**src/hdl/cvf_pkg.sv**
```systemverilog
`default_nettype none

package cvf_pkg;

  localparam int CV_W            = 16;
  localparam int CV_FRAC_BITS    = 11;
  localparam int OCT_W           = 4;   // octave index, up to 16 octaves
  localparam int ENTRY_W         = 32;  // Q2.30, top entry is exactly 2.0
  localparam int FREQ_W          = 23;
  localparam int SCALED_W        = 44;  // 12-bit base times 32-bit mantissa

  localparam int NUM_OCTAVES_DEF     = 11;
  localparam int FRAC_TABLE_BITS_DEF = 6;

  localparam logic [11:0]       BASE_A_Q8 = 12'd3520;  // 13.75 Hz, 8 fraction bits
  localparam logic [FREQ_W-1:0] FREQ_MAX  = '1;

  // pipeline load enables, one per register stage
  typedef struct packed {
    logic ld_in;
    logic ld_s2;
    logic ld_s3;
    logic ld_out;
  } cvf_ctrl_t;

  function automatic logic [63:0] isqrt64(input logic [63:0] x);
    logic [63:0] r;
    logic [63:0] b;
    logic [63:0] rem;
    r   = '0;
    b   = 64'd1 << 62;
    rem = x;
    for (int k = 0; k < 32; k++) begin
      if (rem >= r + b) begin
        rem = rem - (r + b);
        r   = (r >> 1) + b;
      end else begin
        r = r >> 1;
      end
      b = b >> 2;
    end
    return r;
  endfunction

  // 2^(i / 2^bits) in Q2.30, evaluated at elaboration only
  function automatic logic [ENTRY_W-1:0] exp_entry(input int i, input int bits);
    logic [63:0] roots [0:10];
    logic [63:0] acc;
    acc = 64'd1 << 30;
    if (i >= (1 << bits)) begin
      return ENTRY_W'(64'd1 << 31);
    end
    roots[0] = 64'd1 << 31;
    for (int j = 1; j <= 10; j++) begin
      roots[j] = isqrt64(roots[j-1] << 30);
    end
    for (int j = 1; j <= 10; j++) begin
      if (j <= bits && ((i >> (bits - j)) & 1) == 1) begin
        acc = (acc * roots[j] + (64'd1 << 29)) >> 30;
      end
    end
    return ENTRY_W'(acc);
  endfunction

endpackage

`default_nettype wire

```
**src/hdl/cvf_exp_table.sv**
```systemverilog
`default_nettype none

// Constant 2^x table, read at an entry and its upper neighbor.
module cvf_exp_table #(
  parameter int FRAC_TABLE_BITS = cvf_pkg::FRAC_TABLE_BITS_DEF
) (
  input  wire logic [FRAC_TABLE_BITS-1:0]   idx,
  output logic      [cvf_pkg::ENTRY_W-1:0]  lo,
  output logic      [cvf_pkg::ENTRY_W-1:0]  hi
);

  localparam int TBL_N = (1 << FRAC_TABLE_BITS) + 1;

  logic [cvf_pkg::ENTRY_W-1:0] tbl [0:TBL_N-1];
  logic [FRAC_TABLE_BITS:0]    idx_hi;

  for (genvar g = 0; g < TBL_N; g++) begin : g_entry
    localparam logic [cvf_pkg::ENTRY_W-1:0] VAL = cvf_pkg::exp_entry(g, FRAC_TABLE_BITS);
    assign tbl[g] = VAL;
  end

  assign idx_hi = {1'b0, idx} + {{FRAC_TABLE_BITS{1'b0}}, 1'b1};
  assign lo     = tbl[{1'b0, idx}];
  assign hi     = tbl[idx_hi];

endmodule

`default_nettype wire

```
**src/hdl/cvf_datapath.sv**
```systemverilog
`default_nettype none

// Four register stages: input, interpolation product, scaled mantissa, result.
module cvf_datapath #(
  parameter int NUM_OCTAVES     = cvf_pkg::NUM_OCTAVES_DEF,
  parameter int FRAC_TABLE_BITS = cvf_pkg::FRAC_TABLE_BITS_DEF
) (
  input  wire logic                         clk,
  input  wire cvf_pkg::cvf_ctrl_t           ctrl,
  input  wire logic [cvf_pkg::CV_W-1:0]     cv,
  output logic      [cvf_pkg::FREQ_W-1:0]   freq,
  output logic                              oor
);

  localparam int RSHIFT = cvf_pkg::CV_FRAC_BITS - FRAC_TABLE_BITS;
  localparam int PROD_W = cvf_pkg::ENTRY_W + RSHIFT;
  localparam int EW     = cvf_pkg::ENTRY_W;
  localparam int OW     = cvf_pkg::OCT_W;
  localparam int SW     = cvf_pkg::SCALED_W;
  localparam logic signed [cvf_pkg::CV_W-1:0] TOP_CV =
    cvf_pkg::CV_W'((NUM_OCTAVES - 1) << cvf_pkg::CV_FRAC_BITS);
  localparam logic [cvf_pkg::CV_W-1:0] QUARTER_V =
    cvf_pkg::CV_W'(1 << (cvf_pkg::CV_FRAC_BITS - 2));

  // stage 1: input register
  logic signed [cvf_pkg::CV_W-1:0] cv_q;
  logic [cvf_pkg::CV_W-1:0]        w1;
  logic                            oor1;
  logic [OW-1:0]                   oct1;
  logic [FRAC_TABLE_BITS-1:0]      idx1;
  logic [RSHIFT-1:0]               rem1;
  logic [EW-1:0]                   e_lo;
  logic [EW-1:0]                   e_hi;
  logic [PROD_W-1:0]               prod1;

  // stage 2
  logic [EW-1:0]     e0_s2;
  logic [PROD_W-1:0] prod_s2;
  logic [OW-1:0]     oct_s2;
  logic              oor_s2;
  logic [PROD_W-1:0] rnd2;
  logic [EW-1:0]     m2;
  logic [SW-1:0]     scaled2;

  // stage 3
  logic [SW-1:0] sc_s3;
  logic [OW-1:0] oct_s3;
  logic          oor_s3;
  logic [4:0]    rnd_sh3;
  logic [4:0]    sh3;
  logic [SW:0]   sum3;
  logic [SW:0]   f3;
  logic [cvf_pkg::FREQ_W-1:0] freq3;

  always_ff @(posedge clk) begin
    if (ctrl.ld_in) begin
      cv_q <= cv;
    end
  end

  // w = v + 0.25 V puts note A on the octave boundary
  always_comb begin
    oor1  = cv_q[cvf_pkg::CV_W-1] || (cv_q > TOP_CV);
    w1    = cv_q + QUARTER_V;
    oct1  = w1[cvf_pkg::CV_FRAC_BITS +: OW];
    idx1  = w1[cvf_pkg::CV_FRAC_BITS-1:RSHIFT];
    rem1  = w1[RSHIFT-1:0];
    prod1 = PROD_W'(e_hi - e_lo) * PROD_W'(rem1);
  end

  cvf_exp_table #(
    .FRAC_TABLE_BITS(FRAC_TABLE_BITS)
  ) u_table (
    .idx(idx1),
    .lo (e_lo),
    .hi (e_hi)
  );

  always_ff @(posedge clk) begin
    if (ctrl.ld_s2) begin
      e0_s2   <= e_lo;
      prod_s2 <= prod1;
      oct_s2  <= oct1;
      oor_s2  <= oor1;
    end
  end

  always_comb begin
    rnd2    = prod_s2 + PROD_W'(1 << (RSHIFT - 1));
    m2      = e0_s2 + EW'(rnd2 >> RSHIFT);
    scaled2 = SW'(cvf_pkg::BASE_A_Q8) * SW'(m2);
  end

  always_ff @(posedge clk) begin
    if (ctrl.ld_s3) begin
      sc_s3  <= scaled2;
      oct_s3 <= oct_s2;
      oor_s3 <= oor_s2;
    end
  end

  // Q2.30 times base, back to Q.8: shift right by 30 - octave, rounded
  always_comb begin
    rnd_sh3 = 5'd29 - {1'b0, oct_s3};
    sh3     = 5'd30 - {1'b0, oct_s3};
    sum3    = {1'b0, sc_s3} + ((SW+1)'(1) << rnd_sh3);
    f3      = sum3 >> sh3;
    if (oor_s3) begin
      freq3 = '0;
    end else if (f3 > (SW+1)'(cvf_pkg::FREQ_MAX)) begin
      freq3 = cvf_pkg::FREQ_MAX;
    end else begin
      freq3 = f3[cvf_pkg::FREQ_W-1:0];
    end
  end

  always_ff @(posedge clk) begin
    if (ctrl.ld_out) begin
      freq <= freq3;
      oor  <= oor_s3;
    end
  end

endmodule

`default_nettype wire

```
**src/hdl/cv_to_frequency_converter_core.sv**
```systemverilog
// Channel   Dir  tdata                         tuser
// s_*       in   [15:0] control_voltage Q5.11  -
// m_*       out  [22:0] frequency_hz Q.8       [0] out_of_range
//
// m_tvalid rises once the accepted input word has passed the input, product,
// scaled and output registers; with m_tready high the result word is taken.
// One word per cycle while m_tready does not stall the output; the interpolation
// multiply and the base-frequency multiply each sit in a stage of their own.
// Each stage loads when empty or when the next one moves, so bubbles are
// filled during an output stall and s_tready falls only with all stages full.
// rst clears the valid bits only.
`default_nettype none

module cv_to_frequency_converter_core #(
  parameter int NUM_OCTAVES     = cvf_pkg::NUM_OCTAVES_DEF,
  parameter int FRAC_TABLE_BITS = cvf_pkg::FRAC_TABLE_BITS_DEF
) (
  input  wire logic        clk,
  input  wire logic        rst,
  input  wire logic        s_tvalid,
  output logic             s_tready,
  input  wire logic [15:0] s_tdata,   // [15:0] control_voltage
  output logic             m_tvalid,
  input  wire logic        m_tready,
  output logic [23:0]      m_tdata,   // [22:0] frequency_hz, [23] zero
  output logic [0:0]       m_tuser    // [0] out_of_range
);

  cvf_pkg::cvf_ctrl_t          ctrl;
  logic                        v1;
  logic                        v2;
  logic                        v3;
  logic                        vo;
  logic [cvf_pkg::FREQ_W-1:0]  freq;
  logic                        oor;

  always_comb begin
    ctrl.ld_out = !vo || m_tready;
    ctrl.ld_s3  = !v3 || ctrl.ld_out;
    ctrl.ld_s2  = !v2 || ctrl.ld_s3;
    ctrl.ld_in  = !v1 || ctrl.ld_s2;
  end

  always_ff @(posedge clk) begin
    if (rst) begin
      v1 <= 1'b0;
      v2 <= 1'b0;
      v3 <= 1'b0;
      vo <= 1'b0;
    end else begin
      if (ctrl.ld_in) begin
        v1 <= s_tvalid;
      end
      if (ctrl.ld_s2) begin
        v2 <= v1;
      end
      if (ctrl.ld_s3) begin
        v3 <= v2;
      end
      if (ctrl.ld_out) begin
        vo <= v3;
      end
    end
  end

  cvf_datapath #(
    .NUM_OCTAVES    (NUM_OCTAVES),
    .FRAC_TABLE_BITS(FRAC_TABLE_BITS)
  ) u_datapath (
    .clk (clk),
    .ctrl(ctrl),
    .cv  (s_tdata),
    .freq(freq),
    .oor (oor)
  );

  assign s_tready = ctrl.ld_in;
  assign m_tvalid = vo;
  assign m_tdata  = {1'b0, freq};
  assign m_tuser  = oor;

`ifndef NO_ASSERTIONS
  // input side only stalls when every stage holds a word
  a_stall_full: assert property (@(posedge clk) disable iff (rst)
    !s_tready |-> (v1 && v2 && v3 && vo))
    else $error("input stalled with an empty stage");

  a_oor_zero: assert property (@(posedge clk) disable iff (rst)
    (m_tvalid && m_tuser[0]) |-> (m_tdata == 24'd0))
    else $error("out-of-range word with nonzero frequency");

  // lowest valid voltage still maps to about 16 Hz
  a_valid_nonzero: assert property (@(posedge clk) disable iff (rst)
    (m_tvalid && !m_tuser[0]) |-> (m_tdata[22:0] != 23'd0))
    else $error("in-range word with zero frequency");

  a_drain: assert property (@(posedge clk) disable iff (rst)
    (vo && m_tready && !v3) |=> !m_tvalid)
    else $error("result word repeated");
`endif

endmodule

`default_nettype wire
```
**config.mk**
```make
export PLATFORM = sky130hd
export DESIGN_NAME = cv_to_frequency_converter_core
export DESIGN_NICKNAME = d
export VERILOG_FILES = /design/src/hdl/cvf_pkg.sv /design/src/hdl/cvf_exp_table.sv /design/src/hdl/cvf_datapath.sv /design/src/hdl/cv_to_frequency_converter_core.sv
export SDC_FILE = /design/constraint.sdc
export NUM_CORES = 1
export LEC_CHECK = 0
export ABC_AREA = 1
export ABC_CLOCK_PERIOD_IN_PS = 7300
export BUFFER_PORTS_ARGS = -buffer_cell sky130_fd_sc_hd__buf_2
export CAP_MARGIN = 5
export CORE_UTILIZATION = 50
export DETAILED_ROUTE_END_ITERATION = 7
export HOLD_SLACK_MARGIN = 0.1
export PLACE_DENSITY = 0.69
export SYNTH_ARGS = -nofsm -noshare
export SYNTH_HDL_FRONTEND = slang
export SYNTH_HIERARCHICAL = 1
export SYNTH_SLANG_ARGS = --single-unit
```
**constraint.sdc**
```tcl
create_clock -name clk -period 7.3 [get_ports clk]
set_clock_uncertainty 0.2 [all_clocks]
set_input_delay 0.73 -clock clk [delete_from_list [all_inputs] [get_ports clk]]
set_output_delay 0.73 -clock clk [all_outputs]
set_load 0.05 [all_outputs]
```
==> run_results.csv <==
group,metric,value,unit
outcome,status,"finished, violations left",
outcome,violations,"negative setup slack",
clocking,clk_pin_slew_worst_paths,0.08,ns
cells_and_area,n_fill_cell,4821,
timing,setup_slack,-0.370,ns
global_route,gr-total-overflow,0,
worst_setup_path,reg2reg_to,"u_datapath/sc_s3[42]$_DFFE_PP_",
floorplan,rows,87,
global_route,grt_max_degree,72,
clocking,clock-root-buffer,"clkbuf_16",
routing,drt_iter0_drc,3219,
flow_run,cap_violations,0,
logic_synthesis,syn-num-nets,4781,
clocking,cts.path.max_buffers,2,
logic_synthesis,synth_seq_area_share,16.3,%
floorplan,die_w,241,µm
timing,rsz0062_at_grt,"yes",
clocking,htreeDepth,4,
worst_setup_path,r2r_cells,36,
routing,via_per_inst,5.63,
worst_setup_path,arrival,7.70,ns
worst_setup_path,cp_num_buf_inv,6,
timing,tightest_slew,1.03,ns
timing,setup_viol_count_final,21,
worst_setup_path,critPathMaxFanout,4,
worst_setup_path,crit_family,"simple AND/OR/NAND/NOR gates",
clocking,hold_buffers,0,
routing,vias,32800,
logic_synthesis,avgSynthCellArea,6.59,µm²
logic_synthesis,synth.top_cells.by_count,"nand2_1 (1,161), inv_1 (668), nand3_1 (444)",
logic_synthesis,synthArstFlopShare,0,%
worst_setup_path,slowest_delay,0.57,ns
logic_synthesis,synthCells,4351,
global_route,grt_pass1_wl,166,mm
routing,drcViolationCount,0,
logic_synthesis,netlist.area_leader.share,16.0,%
placement,io_buffers,45,
logic_synthesis,synth.most_common_cell,"nand2_1",
cells_and_area,final_util,67.8,%
cells_and_area,fin_nets,5485,
logic_synthesis,synth_seq_cells,157,
timing,hold_viol,0,
worst_setup_path,rr_startpoint,"u_datapath/prod_s2[4]$_DFFE_PP_",
clocking,cts.sinks,157,
logic_synthesis,synthDistinctLibCells,63,
placement,place_congestion,1.02,
logic_synthesis,yosysWarnings,6,
hold_path,min_path_cells,1,
worst_setup_path,r2r_slack,-0.37,ns
hold_path,min_from,"s_tdata[1]",
worst_setup_path,worstSetupStartpointType,"flop",
logic_synthesis,ys_top_cells_by_area,"edfxtp_1 (16%), nand2_1 (15%), fa_1 (12%)",
timing,slew_violations,0,
logic_synthesis,synthFlopType,"edfxtp_1",
routing,routed_wl,112,mm
floorplan,die_h,241,µm
worst_setup_path,cp-end-kind,"flop",
floorplan,design.core.area,0.0565,mm²
floorplan,ios,47,
logic_synthesis,netlist_area,0.0287,mm²
global_route,antenna_found_initial,1,
clocking,cts_made_buffers,17,
hold_path,min_to,"u_datapath/cv_q[1]$_DFFE_PP_",
hold_path,hold_class,"in2reg",
worst_setup_path,critPathKind,"reg2reg",
clocking,insertion_delay,0.49,ns
routing,route.antenna.remaining_nets,0,
clocking,cts_tree,"yes",
timing,relSlewSlack,31.0,%
cells_and_area,area_delta_synth_final,33.5,%
logic_synthesis,yosysTopAreaCell,"edfxtp_1",
cells_and_area,drive_above_1_share,26.7,%
floorplan,start_util,50.7,%
routing,routedWlPerCell,19.2,µm
logic_synthesis,synth_edf_count,153,
global_route,gr-usage-all-layers,36.9,%
global_route,grt_pass1_vias,30600,
timing,min_period_over_period,105,%
timing,timing.fmax,130,MHz
placement,pre_cts_ws,-0.783,ns
worst_setup_path,cp.required,7.33,ns
worst_setup_path,crit_slowest_cell,"fa_1",
placement,place_hpwl,85.9,mm
floorplan,die-area,0.0583,mm²
timing,min_period,7.67,ns
routing,first_pass_iters,6,
metrics by stage:
step	instance area, µm²	setup TNS [ns]	hold WS (ns)	std cells
final	38300	-3.28	0.205	5825
after global routing	38300	-11.25	0.187	5824
after CTS	36500	-0.0636	0.190	5774
after detailed placement	34700	-10.0	0.205	5712
after global placement	34700	-6.90	0.202	5712
after floorplan	28700	0	0.200	4351
placed cells by master, fill, tap and decap left out, types with 25 or more instances in the layout:
master | netlist | routed
o211ai_1 | 29 | 29
o21ai_1 | 16 | 35
o21ai_0 | 198 | 153
nand4_1 | 35 | 35
nor3_1 | 35 | 25
xnor2_1 | 56 | 49
edfxtp_1 | 153 | 153
nor2_1 | 354 | 309
buf_2 | 46 | 45
buf_6 | 7 | 36
nand2_2 | 11 | 73
o21ai_2 | 1 | 25
ha_1 | 237 | 179
nor2_2 | 3 | 36
inv_2 | 15 | 44
nand2_1 | 1161 | 1081
fa_1 | 173 | 168
a21oi_2 | 11 | 65
inv_1 | 668 | 636
xor2_1 | 131 | 115
ha_4 | 0 | 50
nand3_1 | 444 | 426
a21oi_1 | 252 | 188
buf_4 | 10 | 738
registers in the layout, summed over array words and instances (netlist names):
register            flops
v2                      1
u_datapath/e0_s2       32
v3                      1
u_datapath/freq        23
u_datapath/oor_s3       1
u_datapath/prod_s2     33
u_datapath/oor          1
u_datapath/oor_s2       1
u_datapath/cv_q        16
u_datapath/oct_s2       4
v1                      1
m_tvalid                1
u_datapath/oct_s3       4
u_datapath/sc_s3       38
worst max path at each step:
stage                                          from                                to  slack [ns]  cells past startpoint
floorplan              u_datapath/cv_q[5]$_DFFE_PP_  u_datapath/prod_s2[36]$_DFFE_PP_       0.001                     40
global placement    u_datapath/prod_s2[4]$_DFFE_PP_    u_datapath/sc_s3[42]$_DFFE_PP_       -0.68                     37
detailed placement  u_datapath/prod_s2[4]$_DFFE_PP_    u_datapath/sc_s3[42]$_DFFE_PP_       -0.78                     38
CTS                 u_datapath/prod_s2[4]$_DFFE_PP_    u_datapath/sc_s3[42]$_DFFE_PP_       -0.05                     39
global route        u_datapath/prod_s2[4]$_DFFE_PP_    u_datapath/sc_s3[42]$_DFFE_PP_       -0.64                     36
finish              u_datapath/prod_s2[4]$_DFFE_PP_    u_datapath/sc_s3[42]$_DFFE_PP_       -0.37                     36
cells by family (layout without fill, tap and decap cells):
group | after synthesis | in the layout | synth area share, %
AO/OA/AOI/OAI | 619 | 619 | 12.2
AND/OR/NAND/NOR | 2125 | 2125 | 31.4
other | 3 | 4 | 0.0393
multiplexers | 6 | 6 | 0.210
XOR/XNOR | 188 | 188 | 5.77
adder cells (fa/ha/maj) | 410 | 410 | 22.4
buffers and inverters | 843 | 1560 | 11.6
flip-flops | 157 | 157 | 16.3
metal layers:
layer	vias up	track usage, %	routed length (µm)
met3	322	6.21	9980
li1	15500	-	-
met4	2	16.9	5720
met2	1619	59.6	51100
met5	-	0	11
met1	15400	48.1	45100
final cells by class:
class / instances / area (µm²) / share of cell area [%]
Antenna cell: 1 / 2.50 / 0.00654
Clock buffer: 18 / 429 / 1.12
Clock inverter: 14 / 171 / 0.448
Inverter: 689 / 2600 / 6.78
Multi-Input combinational cell: 3351 / 22900 / 59.8
Sequential cell: 157 / 4670 / 12.2
Tap cell: 756 / 946 / 2.47
Timing Repair Buffer: 839 / 6570 / 17.2
what timing repair did:
item,in CTS,in global routing
cloned,0,2
buffers inserted,30,51
endpoints found under the setup margin,30,44
resized for setup,213,324
pin swaps,96,178
Power is left out: the tool's default activity adds up to more than one toggle a clock period on the data nets, which glitch-free logic cannot reach.
